File: src/hw/rtl/polyline_border_offset_defines.svh
// Assertion macros of the border offset RTL.
`ifndef POLYLINE_BORDER_OFFSET_DEFINES_SVH
`define POLYLINE_BORDER_OFFSET_DEFINES_SVH

`ifndef ASSERT_OFF
// Check a property on every rising clk edge outside reset.
`define PBO_ASSERT(label, prop, msg) \
	label: assert property (@(posedge clk) disable iff (!arst_n) prop) else $error(msg);
// Check that a condition never holds outside reset.
`define PBO_ASSERT_NEVER(label, cond, msg) \
	label: assert property (@(posedge clk) disable iff (!arst_n) !(cond)) else $error(msg);
`else
`define PBO_ASSERT(label, prop, msg)
`define PBO_ASSERT_NEVER(label, cond, msg)
`endif

`endif

File: src/hw/rtl/pbo_pkg.sv
// Types and constants of the polyline border offset block.
package pbo_pkg;

	localparam int BW_BITS      = 24;
	localparam int MIN_LEN_BITS = 16;
	localparam int CFG_IDX_BITS = 1;

	// Configuration register indexes
	typedef enum logic [CFG_IDX_BITS-1:0] {
		REG_BORDER_WIDTH       = 1'b0,
		REG_MIN_TANGENT_LENGTH = 1'b1
	} cfg_reg_t;

	// Sequencer phases of the shared arithmetic unit
	typedef enum logic [3:0] {
		PH_IDLE,
		PH_SQX,
		PH_SQZ,
		PH_ROOT,
		PH_CHECK,
		PH_MULZ,
		PH_DIVZ,
		PH_MULX,
		PH_DIVX
	} core_phase_t;

	// Top level control states
	typedef enum logic [2:0] {
		S_IDLE,
		S_LAUNCH,
		S_RUN,
		S_OUT_A,
		S_OUT_B,
		S_COMMIT
	} top_state_t;

	// Status returned by the offset core
	typedef struct packed {
		logic done;
		logic keep;
	} core_stat_t;

endpackage

File: src/hw/rtl/pbo_core.sv
// Offset core: tangent length and perpendicular offsets on one shared add/subtract unit.
module pbo_core #(
	parameter int COORD_BITS = 32
) (
	input  logic                                   clk,
	input  logic                                   arst_n,
	input  logic                                   start,
	input  logic signed [COORD_BITS:0]             dx,
	input  logic signed [COORD_BITS:0]             dz,
	input  logic [pbo_pkg::BW_BITS-1:0]            border_width,
	input  logic [pbo_pkg::MIN_LEN_BITS-1:0]       min_tangent_length,
	output pbo_pkg::core_stat_t                    stat,
	output logic signed [((COORD_BITS > pbo_pkg::BW_BITS) ? COORD_BITS : pbo_pkg::BW_BITS) + 1:0] off_x,
	output logic signed [((COORD_BITS > pbo_pkg::BW_BITS) ? COORD_BITS : pbo_pkg::BW_BITS) + 1:0] off_z
);

	localparam int MW = COORD_BITS + 1;
	localparam int BW = pbo_pkg::BW_BITS;
	localparam int XW = (MW > BW) ? MW : BW;
	localparam int AW = MW + XW;
	localparam int RW = MW + 3;
	localparam int OW = ((COORD_BITS > BW) ? COORD_BITS : BW) + 2;
	localparam int CW = $clog2(AW + 1);

	pbo_pkg::core_phase_t phase_q, phase_d;

	logic signed [MW-1:0] dx_q, dz_q;
	logic [AW-1:0]        acc_q, mcand_q;
	logic [XW-1:0]        mplr_q;
	logic [CW-1:0]        cnt_q;
	logic [MW-1:0]        root_q;
	logic [RW-1:0]        rem_q;
	logic [BW-1:0]        qz_q;
	logic signed [OW-1:0] off_x_q, off_z_q;
	logic                 done_q, keep_q;

	logic [MW-1:0]  mag_x, mag_z, mag_in_x;
	logic [RW-1:0]  rem_sh, rem_dv;
	logic [AW-1:0]  alu_a, alu_b;
	logic           alu_sub;
	logic [AW:0]    alu_res;
	logic           ge, cnt0, len_ok;
	logic [BW-1:0]  q_last;

	function automatic logic [MW-1:0] abs_mw(input logic signed [MW-1:0] v);
		abs_mw = v[MW-1] ? MW'(-v) : MW'(v);
	endfunction

	assign mag_x    = abs_mw(dx_q);
	assign mag_z    = abs_mw(dz_q);
	assign mag_in_x = abs_mw(dx);
	assign cnt0     = (cnt_q == '0);
	assign len_ok   = root_q > MW'(min_tangent_length);

	// Bring down two radicand bits for the root, one numerator bit for the divide
	assign rem_sh = {rem_q[RW-3:0], acc_q[2*MW-1 -: 2]};
	assign rem_dv = {rem_q[RW-2:0], acc_q[AW-1]};

	// Shared add/subtract unit
	always_comb begin
		alu_a   = acc_q;
		alu_b   = mcand_q;
		alu_sub = 1'b0;
		case (phase_q)
			pbo_pkg::PH_ROOT: begin
				alu_a   = AW'(rem_sh);
				alu_b   = AW'({root_q, 2'b01});
				alu_sub = 1'b1;
			end
			pbo_pkg::PH_DIVZ, pbo_pkg::PH_DIVX: begin
				alu_a   = AW'(rem_dv);
				alu_b   = AW'({root_q, 1'b0});
				alu_sub = 1'b1;
			end
			default: begin
				alu_a   = acc_q;
				alu_b   = mcand_q;
				alu_sub = 1'b0;
			end
		endcase
		alu_res = alu_sub ? ({1'b0, alu_a} - {1'b0, alu_b}) : ({1'b0, alu_a} + {1'b0, alu_b});
	end

	assign ge     = !alu_res[AW];
	assign q_last = {acc_q[BW-2:0], ge};

	// Advance the sequencer
	always_comb begin
		phase_d = phase_q;
		case (phase_q)
			pbo_pkg::PH_IDLE:  if (start) phase_d = pbo_pkg::PH_SQX;
			pbo_pkg::PH_SQX:   if (cnt0) phase_d = pbo_pkg::PH_SQZ;
			pbo_pkg::PH_SQZ:   if (cnt0) phase_d = pbo_pkg::PH_ROOT;
			pbo_pkg::PH_ROOT:  if (cnt0) phase_d = pbo_pkg::PH_CHECK;
			pbo_pkg::PH_CHECK: phase_d = len_ok ? pbo_pkg::PH_MULZ : pbo_pkg::PH_IDLE;
			pbo_pkg::PH_MULZ:  if (cnt0) phase_d = pbo_pkg::PH_DIVZ;
			pbo_pkg::PH_DIVZ:  if (cnt0) phase_d = pbo_pkg::PH_MULX;
			pbo_pkg::PH_MULX:  if (cnt0) phase_d = pbo_pkg::PH_DIVX;
			pbo_pkg::PH_DIVX:  if (cnt0) phase_d = pbo_pkg::PH_IDLE;
			default:           phase_d = pbo_pkg::PH_IDLE;
		endcase
	end

	always_ff @(posedge clk or negedge arst_n) begin
		if (!arst_n) begin
			phase_q <= pbo_pkg::PH_IDLE;
			done_q  <= 1'b0;
			keep_q  <= 1'b0;
		end else begin
			phase_q <= phase_d;
			done_q  <= 1'b0;
			if (phase_q == pbo_pkg::PH_CHECK && !len_ok) begin
				done_q <= 1'b1;
				keep_q <= 1'b0;
			end
			if (phase_q == pbo_pkg::PH_DIVX && cnt0) begin
				done_q <= 1'b1;
				keep_q <= 1'b1;
			end
		end
	end

	// Datapath registers
	always_ff @(posedge clk) begin
		case (phase_q)
			pbo_pkg::PH_IDLE: begin
				if (start) begin
					dx_q    <= dx;
					dz_q    <= dz;
					acc_q   <= '0;
					mcand_q <= AW'(mag_in_x);
					mplr_q  <= XW'(mag_in_x);
					cnt_q   <= CW'(XW - 1);
				end
			end
			pbo_pkg::PH_SQX, pbo_pkg::PH_SQZ, pbo_pkg::PH_MULZ, pbo_pkg::PH_MULX: begin
				if (mplr_q[0]) acc_q <= alu_res[AW-1:0];
				mcand_q <= mcand_q << 1;
				mplr_q  <= mplr_q >> 1;
				cnt_q   <= cnt_q - 1'b1;
				if (cnt0) begin
					rem_q  <= '0;
					root_q <= '0;
					if (phase_q == pbo_pkg::PH_SQX) begin
						mcand_q <= AW'(mag_z);
						mplr_q  <= XW'(mag_z);
						cnt_q   <= CW'(XW - 1);
					end else if (phase_q == pbo_pkg::PH_SQZ) begin
						cnt_q <= CW'(MW - 1);
					end else begin
						// Keep the tangent length for the divide
						root_q <= root_q;
						cnt_q  <= CW'(AW - 1);
					end
				end
			end
			pbo_pkg::PH_ROOT: begin
				acc_q <= acc_q << 2;
				cnt_q <= cnt_q - 1'b1;
				if (ge) begin
					rem_q  <= alu_res[RW-1:0];
					root_q <= {root_q[MW-2:0], 1'b1};
				end else begin
					rem_q  <= rem_sh;
					root_q <= {root_q[MW-2:0], 1'b0};
				end
			end
			pbo_pkg::PH_CHECK: begin
				acc_q   <= '0;
				mcand_q <= AW'(mag_z);
				mplr_q  <= XW'(border_width);
				cnt_q   <= CW'(XW - 1);
			end
			pbo_pkg::PH_DIVZ, pbo_pkg::PH_DIVX: begin
				acc_q <= {acc_q[AW-2:0], ge};
				rem_q <= ge ? alu_res[RW-1:0] : rem_dv;
				cnt_q <= cnt_q - 1'b1;
				if (cnt0) begin
					if (phase_q == pbo_pkg::PH_DIVZ) begin
						qz_q    <= q_last;
						acc_q   <= '0;
						mcand_q <= AW'(mag_x);
						mplr_q  <= XW'(border_width);
						cnt_q   <= CW'(XW - 1);
					end else begin
						// Rotate the tangent by a quarter turn and apply signs
						off_x_q <= dz_q[MW-1] ? signed'(OW'(qz_q)) : -signed'(OW'(qz_q));
						off_z_q <= dx_q[MW-1] ? -signed'(OW'(q_last)) : signed'(OW'(q_last));
					end
				end
			end
			default: begin
				cnt_q <= cnt_q;
			end
		endcase
	end

	assign stat.done = done_q;
	assign stat.keep = keep_q;
	assign off_x     = off_x_q;
	assign off_z     = off_z_q;

endmodule

File: src/hw/rtl/polyline_border_offset.sv
// Polyline border offset: left and right border points of a centre line.
//
// Input channel (in_valid / in_stall): one centre point per transaction, Q16.16
// coordinates, final_point on the last point of a line. Output channel
// (out_valid / out_stall): one border pair per kept point. A point's result
// appears after its successor arrives; a final point flushes the held point
// and then itself. last_of_run marks the last result caused by one input,
// end_of_line the result of the final point.
// Config channel (cfg_valid / cfg_ready, always ready): index 0 border_width,
// index 1 min_tangent_length; write only while the block is idle.
// One point at a time. Each core job runs on the shared add/subtract unit of the
// offset core, AW = MW + XW bits wide (MW = COORD_BITS+1, XW = max(MW,24)):
// squares, root bit by bit, then two shift-add products and two restoring
// divides; a dropped point ends after the root. A job passes the launch and run
// states, each result the output state, and every point the commit state before
// idle; a first point needs no job. in_stall is high whenever the block is not idle.
// A stalled result holds its fields until taken; the block waits meanwhile.
// Reset clears the line state and loads the register defaults.
`include "polyline_border_offset_defines.svh"

module polyline_border_offset #(
	parameter int COORD_BITS = 32
) (
	input  logic                                   clk,
	input  logic                                   arst_n,
	input  logic                                   in_valid,
	output logic                                   in_stall,
	input  logic signed [COORD_BITS-1:0]           center_x,
	input  logic signed [31:0]                     center_y,
	input  logic signed [COORD_BITS-1:0]           center_z,
	input  logic signed [31:0]                     curvature_in,
	input  logic signed [31:0]                     speed_in,
	input  logic                                   final_point,
	output logic                                   out_valid,
	input  logic                                   out_stall,
	output logic signed [COORD_BITS-1:0]           left_x,
	output logic signed [COORD_BITS-1:0]           left_z,
	output logic signed [COORD_BITS-1:0]           right_x,
	output logic signed [COORD_BITS-1:0]           right_z,
	output logic signed [31:0]                     height_out,
	output logic signed [31:0]                     curvature_out,
	output logic signed [31:0]                     speed_out,
	output logic                                   last_of_run,
	output logic                                   end_of_line,
	input  logic                                   cfg_valid,
	output logic                                   cfg_ready,
	input  logic [pbo_pkg::CFG_IDX_BITS-1:0]       cfg_index,
	input  logic [pbo_pkg::BW_BITS-1:0]            cfg_data
);

	localparam int C  = COORD_BITS;
	localparam int OW = ((C > pbo_pkg::BW_BITS) ? C : pbo_pkg::BW_BITS) + 2;
	localparam logic signed [OW-1:0] SAT_HI = OW'({1'b0, {(C-1){1'b1}}});
	localparam logic signed [OW-1:0] SAT_LO = {{(OW-C+1){1'b1}}, {(C-1){1'b0}}};

	pbo_pkg::top_state_t state_q, state_d;
	pbo_pkg::core_stat_t stat;

	logic [pbo_pkg::BW_BITS-1:0]      border_width_q;
	logic [pbo_pkg::MIN_LEN_BITS-1:0] min_len_q;

	logic signed [C-1:0]  cur_x_q, cur_z_q, held_x_q, held_z_q, prev_x_q, prev_z_q;
	logic signed [31:0]   cur_y_q, cur_curv_q, cur_speed_q;
	logic signed [31:0]   held_y_q, held_curv_q, held_speed_q;
	logic                 fin_q, have_held_q, have_prev_q, job_b_q, keepa_q;
	logic signed [OW-1:0] offa_x_q, offa_z_q, core_off_x, core_off_z;

	logic                 in_acc, out_acc, is_b;
	logic signed [C:0]    base_x, base_z, core_dx, core_dz;
	logic signed [C-1:0]  pt_x, pt_z;
	logic signed [OW-1:0] sel_off_x, sel_off_z, ext_x, ext_z;

	function automatic logic [C-1:0] sat(input logic signed [OW-1:0] v);
		if (v > SAT_HI)
			sat = SAT_HI[C-1:0];
		else if (v < SAT_LO)
			sat = SAT_LO[C-1:0];
		else
			sat = v[C-1:0];
	endfunction

	assign in_acc    = in_valid && !in_stall;
	assign out_acc   = out_valid && !out_stall;
	assign in_stall  = (state_q != pbo_pkg::S_IDLE);
	assign cfg_ready = 1'b1;

	// Configuration registers
	always_ff @(posedge clk or negedge arst_n) begin
		if (!arst_n) begin
			border_width_q <= pbo_pkg::BW_BITS'(655360);
			min_len_q      <= pbo_pkg::MIN_LEN_BITS'(66);
		end else if (cfg_valid && cfg_ready) begin
			case (cfg_index)
				pbo_pkg::REG_BORDER_WIDTH:       border_width_q <= cfg_data;
				pbo_pkg::REG_MIN_TANGENT_LENGTH: min_len_q <= cfg_data[pbo_pkg::MIN_LEN_BITS-1:0];
				default:                         min_len_q <= min_len_q;
			endcase
		end
	end

	// Tangent of the job: held point between previous and current, or final point
	always_comb begin
		if (job_b_q) begin
			base_x = have_held_q ? {held_x_q[C-1], held_x_q} : {cur_x_q[C-1], cur_x_q};
			base_z = have_held_q ? {held_z_q[C-1], held_z_q} : {cur_z_q[C-1], cur_z_q};
		end else begin
			base_x = have_prev_q ? {prev_x_q[C-1], prev_x_q} : {held_x_q[C-1], held_x_q};
			base_z = have_prev_q ? {prev_z_q[C-1], prev_z_q} : {held_z_q[C-1], held_z_q};
		end
		core_dx = {cur_x_q[C-1], cur_x_q} - base_x;
		core_dz = {cur_z_q[C-1], cur_z_q} - base_z;
	end

	pbo_core #(
		.COORD_BITS(COORD_BITS)
	) u_core (
		.clk               (clk),
		.arst_n            (arst_n),
		.start             (state_q == pbo_pkg::S_LAUNCH),
		.dx                (core_dx),
		.dz                (core_dz),
		.border_width      (border_width_q),
		.min_tangent_length(min_len_q),
		.stat              (stat),
		.off_x             (core_off_x),
		.off_z             (core_off_z)
	);

	// Next state and handshake outputs
	always_comb begin
		state_d   = state_q;
		out_valid = 1'b0;
		case (state_q)
			pbo_pkg::S_IDLE: begin
				if (in_acc)
					state_d = (have_held_q || final_point) ? pbo_pkg::S_LAUNCH : pbo_pkg::S_COMMIT;
			end
			pbo_pkg::S_LAUNCH: state_d = pbo_pkg::S_RUN;
			pbo_pkg::S_RUN: begin
				if (stat.done) begin
					if (!job_b_q) begin
						if (fin_q)
							state_d = pbo_pkg::S_LAUNCH;
						else
							state_d = stat.keep ? pbo_pkg::S_OUT_A : pbo_pkg::S_COMMIT;
					end else if (have_held_q && keepa_q) begin
						state_d = pbo_pkg::S_OUT_A;
					end else begin
						state_d = stat.keep ? pbo_pkg::S_OUT_B : pbo_pkg::S_COMMIT;
					end
				end
			end
			pbo_pkg::S_OUT_A: begin
				out_valid = 1'b1;
				if (out_acc)
					state_d = (fin_q && stat.keep) ? pbo_pkg::S_OUT_B : pbo_pkg::S_COMMIT;
			end
			pbo_pkg::S_OUT_B: begin
				out_valid = 1'b1;
				if (out_acc) state_d = pbo_pkg::S_COMMIT;
			end
			pbo_pkg::S_COMMIT: state_d = pbo_pkg::S_IDLE;
			default:           state_d = pbo_pkg::S_IDLE;
		endcase
	end

	always_ff @(posedge clk or negedge arst_n) begin
		if (!arst_n)
			state_q <= pbo_pkg::S_IDLE;
		else
			state_q <= state_d;
	end

	// Line state: held point, previous point and their flags
	always_ff @(posedge clk or negedge arst_n) begin
		if (!arst_n) begin
			prev_x_q    <= '0;
			prev_z_q    <= '0;
			have_prev_q <= 1'b0;
			have_held_q <= 1'b0;
			fin_q       <= 1'b0;
			job_b_q     <= 1'b0;
			keepa_q     <= 1'b0;
		end else begin
			if (in_acc) begin
				fin_q   <= final_point;
				job_b_q <= !have_held_q;
			end
			if (state_q == pbo_pkg::S_RUN && stat.done && !job_b_q) begin
				keepa_q <= stat.keep;
				job_b_q <= fin_q;
			end
			if (state_q == pbo_pkg::S_COMMIT) begin
				if (fin_q) begin
					prev_x_q    <= '0;
					prev_z_q    <= '0;
					have_prev_q <= 1'b0;
					have_held_q <= 1'b0;
				end else begin
					if (have_held_q) begin
						prev_x_q <= held_x_q;
						prev_z_q <= held_z_q;
					end
					have_prev_q <= have_held_q;
					have_held_q <= 1'b1;
				end
			end
		end
	end

	// Point payload
	always_ff @(posedge clk) begin
		if (in_acc) begin
			cur_x_q     <= center_x;
			cur_y_q     <= center_y;
			cur_z_q     <= center_z;
			cur_curv_q  <= curvature_in;
			cur_speed_q <= speed_in;
		end
		if (state_q == pbo_pkg::S_RUN && stat.done && !job_b_q) begin
			offa_x_q <= core_off_x;
			offa_z_q <= core_off_z;
		end
		if (state_q == pbo_pkg::S_COMMIT) begin
			held_x_q     <= cur_x_q;
			held_y_q     <= cur_y_q;
			held_z_q     <= cur_z_q;
			held_curv_q  <= cur_curv_q;
			held_speed_q <= cur_speed_q;
		end
	end

	// Result fields: held point first, then the final point
	assign is_b      = (state_q == pbo_pkg::S_OUT_B);
	assign pt_x      = is_b ? cur_x_q : held_x_q;
	assign pt_z      = is_b ? cur_z_q : held_z_q;
	assign sel_off_x = is_b ? core_off_x : offa_x_q;
	assign sel_off_z = is_b ? core_off_z : offa_z_q;
	assign ext_x     = OW'(pt_x);
	assign ext_z     = OW'(pt_z);

	assign left_x        = sat(ext_x + sel_off_x);
	assign left_z        = sat(ext_z + sel_off_z);
	assign right_x       = sat(ext_x - sel_off_x);
	assign right_z       = sat(ext_z - sel_off_z);
	assign height_out    = is_b ? cur_y_q : held_y_q;
	assign curvature_out = is_b ? cur_curv_q : held_curv_q;
	assign speed_out     = is_b ? cur_speed_q : held_speed_q;
	assign last_of_run   = is_b || !(fin_q && stat.keep);
	assign end_of_line   = is_b;

	`PBO_ASSERT(a_eol_is_last, (out_valid && end_of_line) |-> last_of_run, "end of line not last")
	`PBO_ASSERT(a_final_clears, (state_q == pbo_pkg::S_COMMIT && fin_q) |=> !have_held_q, "held point survives final")
	`PBO_ASSERT_NEVER(a_done_in_run, stat.done && state_q != pbo_pkg::S_RUN, "core done outside run")

endmodule

File: config.mk
export PLATFORM = sky130hd
export DESIGN_NAME = polyline_border_offset
export DESIGN_NICKNAME = d
export VERILOG_FILES = /design/src/hw/rtl/pbo_pkg.sv /design/src/hw/rtl/pbo_core.sv /design/src/hw/rtl/polyline_border_offset.sv
export VERILOG_INCLUDE_DIRS = /design/src /design/src/hw/rtl
export SDC_FILE = /design/constraint.sdc
export NUM_CORES = 2
export LEC_CHECK = 0
export ABC_AREA = 1
export BUFFER_PORTS_ARGS = -buffer_cell sky130_fd_sc_hd__buf_2
export CAP_MARGIN = 30
export CORE_UTILIZATION = 52
export CTS_CLUSTER_SIZE = 14
export DETAILED_ROUTE_END_ITERATION = 10
export PLACE_DENSITY = 0.76
export SLEW_MARGIN = 5
export SYNTH_ARGS = -nofsm -noshare
export SYNTH_HDL_FRONTEND = slang
export SYNTH_SLANG_ARGS = --single-unit
File: constraint.sdc
create_clock -name clk -period 12 [get_ports clk]
set_clock_uncertainty 0.05 [all_clocks]
set_input_delay 2.4 -clock clk [delete_from_list [all_inputs] [get_ports clk]]
set_output_delay 2.4 -clock clk [all_outputs]
set_load 0.02 [all_outputs]
## Yosys cells after proc, flatten, opt, wreduce, memory -nomap -nowiden

Cells that the tools add are included.

- $lt $le $gt $ge: 9
- Divide/modulo/power cells: 0
- Bitwise logic cells: 2
- Add/subtract/negate cells: 14
- Shift operators: 0
- $mul: 0
- Equality and inequality tests: 30
- Muxes and demuxes: 98
- Reductions and logical operators: 45

Operators with widths:

| operator | count |
|---|---|
| $mux 66 | 9 |
| $mux 33 | 17 |
| $mux 32 | 17 |
| $pmux 66 s5 | 1 |
| $pmux 66 s2 | 2 |
| $pmux 66 s4 | 1 |
| $gt 34x32->1 const B | 4 |
| $lt 34x32->1 const B | 4 |
| $pmux 33 s4 | 1 |
| $mux 35 | 3 |
| $pmux 35 s3 | 1 |
| $neg 33->33 | 3 |
| $add 32x34->34 | 2 |
| $mux 34 | 2 |
| $neg 24->34 | 2 |
| $sub 32x34->34 | 2 |
| $add 66x66->67 | 1 |
| $mux 67 | 1 |
| $sub 66x66->67 | 1 |
| $pmux 33 s2 | 1 |
| $sub 33x33->33 | 2 |
| $mux 24 | 2 |
| $mux 7 | 6 |
| $pmux 4 s9 | 1 |
| other kinds (35) | 112 |

- Latch bits: 0
- Bits of input ports: 191
- Bits in read-only memories: 0
- Register bits after elaboration: 904
- RAM bits: 0
- Memories kept: 0
- Output and inout port bits: 229
- Logic and storage cells: 236

## Longest topological paths before layout

- Depth after elaboration: 9
- Mapped depth: 45
- Gate-level depth less buffers: 43

## Modules after synthesis

From an unflattened synthesis, not the netlist that was laid out.

- Cells, all modules: 8417
- Area total of the unflattened synthesis: 63553.5 µm²

By module, submodules not included:

| module | sequential area each (µm²) | times used | area an instance (µm²) | cells an instance |
|---|---|---|---|---|
| polyline_border_offset | 14458.9 | 1 | 34624.5 | 4596 |
| pbo_core | 12101.6 | 1 | 28929.0 | 3821 |

## Worst setup path before layout

OpenSTA, ideal clock, no wires.

- Kind: flip-flop to flip-flop
- Start point: register state_q[0]
- End point: register have_prev_q
- Clock period less this slack: 13.129 ns
- Arrival: 12.931 ns
- Buffers on the path: 2
- Cell stages (with the launch flop): 7
- Required time: 11.801 ns
- Setup time: 0.149 ns
- Setup slack: -1.129 ns
- Path through: dfrtp_1 inv_1 nor3_1 nand2_1 clkbuf_1 clkbuf_1 o22ai_1

- Longest elaborated chain between the ends: 1

RTL lines:

| element | line | RTL |
|---|---|---|
| start: declaration | polyline_border_offset.sv:56 | `pbo_pkg::top_state_t state_q, state_d;` |
| start signal: assignment | polyline_border_offset.sv:169 | `state_q <= pbo_pkg::S_IDLE;` |
| start signal: assignment | polyline_border_offset.sv:171 | `state_q <= state_d;` |
| $eq 3x3->1 | polyline_border_offset.sv:193 | `if (state_q == pbo_pkg::S_COMMIT) begin` |
| end signal: assignment | polyline_border_offset.sv:204 | `have_prev_q <= have_held_q;` |
| end: declaration | polyline_border_offset.sv:65 | `logic fin_q, have_held_q, have_prev_q, job_b_q, keepa_q;` |

Every way passes these cells.
A chain may end at the register's enable or synchronous reset.

## Worst setup path after layout

- Start point: register state_q[1]
- End point: output port right_z[20]

- Longest elaborated chain between the ends: 6
- Elaborated cells on any way between the ends: 8
- Those cells by class: 1 x add/sub; 2 x order compare; 1 x eq/ne; 4 x mux

RTL lines:

| element | line | RTL |
|---|---|---|
| $eq 3x3->1 * | polyline_border_offset.sv:234 | `assign is_b = (state_q == pbo_pkg::S_OUT_B);` |
| $mux 32 / $mux 34 (equally long branches) | polyline_border_offset.sv:236, polyline_border_offset.sv:238 |  |
| $sub 32x34->34 * | polyline_border_offset.sv:245 | `assign right_z = sat(ext_z - sel_off_z);` |
| $lt 34x32->1 | polyline_border_offset.sv:76 | `else if (v < SAT_LO)` |
| $mux 32 | polyline_border_offset.sv:76 |  |
| $mux 32 * | polyline_border_offset.sv:74 | `if (v > SAT_HI)` |
| end: declaration | polyline_border_offset.sv:39 | `output logic signed [COORD_BITS-1:0] right_z,` |

Mark *: on every way between the ends. The rest lies on a longest branch, timed or not.

==> impl_metrics.toml <==
[outcome]
status = "completed"

[critical_path]
critical_path.startpoint_type = "flip-flop"
path_depth = 25
critPathBufInv = 7
crit_required_ns = 9.55
crit_fanout = 122
crit_path_end_kind = "primary output"
cp_slowest_cell = "nor2_4"
crit_family = "simple AND/OR/NAND/NOR gates"
crit-reg2reg-launch = "u_core.phase_q[3]"
slowest_delay_ns = 0.74
reg2reg_slack_ns = 3.14
r2r-end = "u_core.off_z[30]"
ff2ff_path_depth = 39
crit_end = "right_z[20]"
startpoint = "state_q[1]"
arrival_ns = 7.29
critical_path_class = "flip-flop to primary output"
worst_path_most_repeated_cell = "nand2_1"

[synth]
ys.flop_type = "edfxtp_1"
synth_edf_count = 786
synth_async_sr_flop_share_pct = 13.1
ys_ff_latch = 904
synthCells = 8016
syn_area_mm2 = 0.0618
yosysSeqAreaShare_pct = 43.0
syn_avg_cell_area_um2 = 7.71
synth_warnings = 0
synth_top_cell_by_area = "edfxtp_1"
synth_top_area_share_pct = 38.2
synth_area_leaders = "edfxtp_1, nand2_1, inv_1"
synth_nets = 8499
synth.distinct_cells = 66

[floorplan]
io_pins = 420
start_util_pct = 52.4
dieHeight_um = 347
die_w_um = 347
core-area_mm2 = 0.118
fp.dieArea_mm2 = 0.120
num_rows = 126

[placement]
port_buffers = 418
dpl_worst_slack_ns = 3.02
dpl.cell_count = 9719
gp_congestion = 1.00
place_hpwl_um = 159000

[timing]
grt_setup_unrepaired = "false"
period_needed_ns = 9.74
slew_violations = 0
fmax_mhz = 103
slew_headroom_pct = 30.7
max_slew.worst_pin.slew_ns = 1.04
post-route-period-util_pct = 81.2
tns_ns = 0
worst_slack_ns = 2.26
finalHoldViolations = 0
setup_viol = 0

[cts]
worstSkewPairLatency_ns = 0.72
ctsResizeCount = 0
cts_setup_buffers = 0
clockRootBuffer = "clkbuf_16"
path_clk_slew_ns = 0.06
cts_tree = "done"
cts_buffer_depth = 3
cts_max_level = 3
holdBufCountCts = 0
cts_inserted_buffers = 98
cts_sinks = 904

[routing]
drcViolationCount = 0
drtPass1Iterations = 6
wl_per_cell_um = 21.0
wirelength_um = 208000
via_per_inst = 5.80
drt-initial-drc-count = 7591
num_vias = 57500
detail-route-antenna-nets = 0

[grt]
grt_pass1_vias = 53300
busiest_layer = "met2"
antenna_found_initial = 8
grt_pass1_wl_um = 315000
grtUsageMet2_pct = 52.5
track_usage_pct = 33.8
use_met1_pct = 48.5
grt_remaining_overflow = 0
grt_max_degree = 143
grt_use_met3_pct = 4.68

[cells_and_area]
drive_above_1_share_pct = 8.96
fillers = 10800
area.growth.synth_to_final_pct = 10.8
layout.nets = 8772
finalNonFillerCells = 9914

[hold_path]
hp-class = "flip-flop to flip-flop"

[job]
cap_violations = 0
## worst min-delay path by stage
stage | slack (ns) | cells after the start | start | end
2_1_floorplan | 0.37 | 0 | u_core.off_x[1] | offa_x_q[1]
5_1_grt | 0.40 | 0 | cur_y_q[27] | held_y_q[27]
3_3_place_gp | 0.38 | 0 | cur_speed_q[19] | held_speed_q[19]
6_report | 0.39 | 0 | u_core.off_z[9] | offa_z_q[9]
3_5_place_dp | 0.38 | 0 | cur_speed_q[21] | held_speed_q[21]
4_1_cts | 0.39 | 0 | u_core.off_z[9] | offa_z_q[9]
## final cells by class
| class | instances | area (µm²) | share of cell area, % |
|---|---|---|---|
| Multi-Input combinational cell | 5633 | 29700 | 43.3 |
| Tap cell | 1536 | 1920 | 2.81 |
| Inverter | 1177 | 4430 | 6.46 |
| Antenna cell | 4 | 10.0 | 0.0146 |
| Clock inverter | 52 | 504 | 0.736 |
| Clock buffer | 133 | 2710 | 3.95 |
| Timing Repair Buffer | 475 | 2670 | 3.90 |
| Sequential cell | 904 | 26600 | 38.8 |
## cells in the final DEF (no fill, tap or decap), types with 84 or more instances in the layout
master	instances
a21oi_1	555
buf_2	420
clkbuf_16	101
dfrtp_1	111
edfxtp_1	786
ha_1	285
inv_1	1164
nand2_1	2032
nand3_1	263
nor2_1	740
nor3_1	128
o21ai_0	600
o22ai_1	84
xor2_1	252
## registers in the layout, indices dropped and copies added (netlist names), 32 cells and up
signal / flops
cur_y_q: 32
u_core.acc_q: 66
u_core.mcand_q: 66
u_core.rem_q: 35
cur_curv_q: 32
u_core.mplr_q: 33
held_speed_q: 32
prev_x_q: 32
held_x_q: 32
cur_z_q: 32
offa_x_q: 34
held_y_q: 32
u_core.dx_q: 33
u_core.root_q: 33
held_curv_q: 32
offa_z_q: 34
u_core.off_x: 34
u_core.off_z: 34
held_z_q: 32
u_core.dz_q: 33
cur_speed_q: 32
prev_z_q: 32
cur_x_q: 32
## cells in the mapped netlist (all sizes together), types with 20 or more instances
master,number
a211oi,70
a21o,20
a21oi,556
a22oi,34
a31oi,38
buf,81
clkbuf,221
dfrtp,114
edfxtp,786
ha,285
inv,1175
nand2,2050
nand3,266
nand4,75
nor2,785
nor3,131
nor4,28
o21a,22
o21ai,644
o21bai,41
o221ai,49
o22ai,84
or2,25
xnor2,59
xor2,252
## per-layer routing
| layer | vias up | wire length, µm |
|---|---|---|
| met4 | 2 | 7190 |
| met1 | 27000 | 89300 |
| li1 | 27200 | - |
| met5 | - | 19 |
| met3 | 388 | 19400 |
| met2 | 2962 | 92300 |
## through the flow
step	area (µm²)	util, %	hold WS (ns)
after global routing	68500	58.1	0.399
after global placement	65000	55.2	0.378
final	68500	58.1	0.389
after floorplan	61800	-	0.371
after CTS	68400	58.0	0.392
after detailed placement	65200	55.2	0.383
## kinds of logic (layout without fill, tap and decap cells)
logic type               after synthesis  count (layout)  share of synthesized area, %
buffers and inverters               1479            1837                          9.17
AO/OA/AOI/OAI                       1642            1642                          15.0
other                                  1               5                       0.00607
XOR/XNOR                             311             311                          4.41
flip-flops                           904             904                          43.0
adder cells (fa/ha/maj)              292             292                          6.00
multiplexers                           8               8                         0.146
AND/OR/NAND/NOR                     3379            3379                          22.3
Power is not shown: default switching activity piles up to over one toggle a cycle in this logic, so the estimate is an artifact.
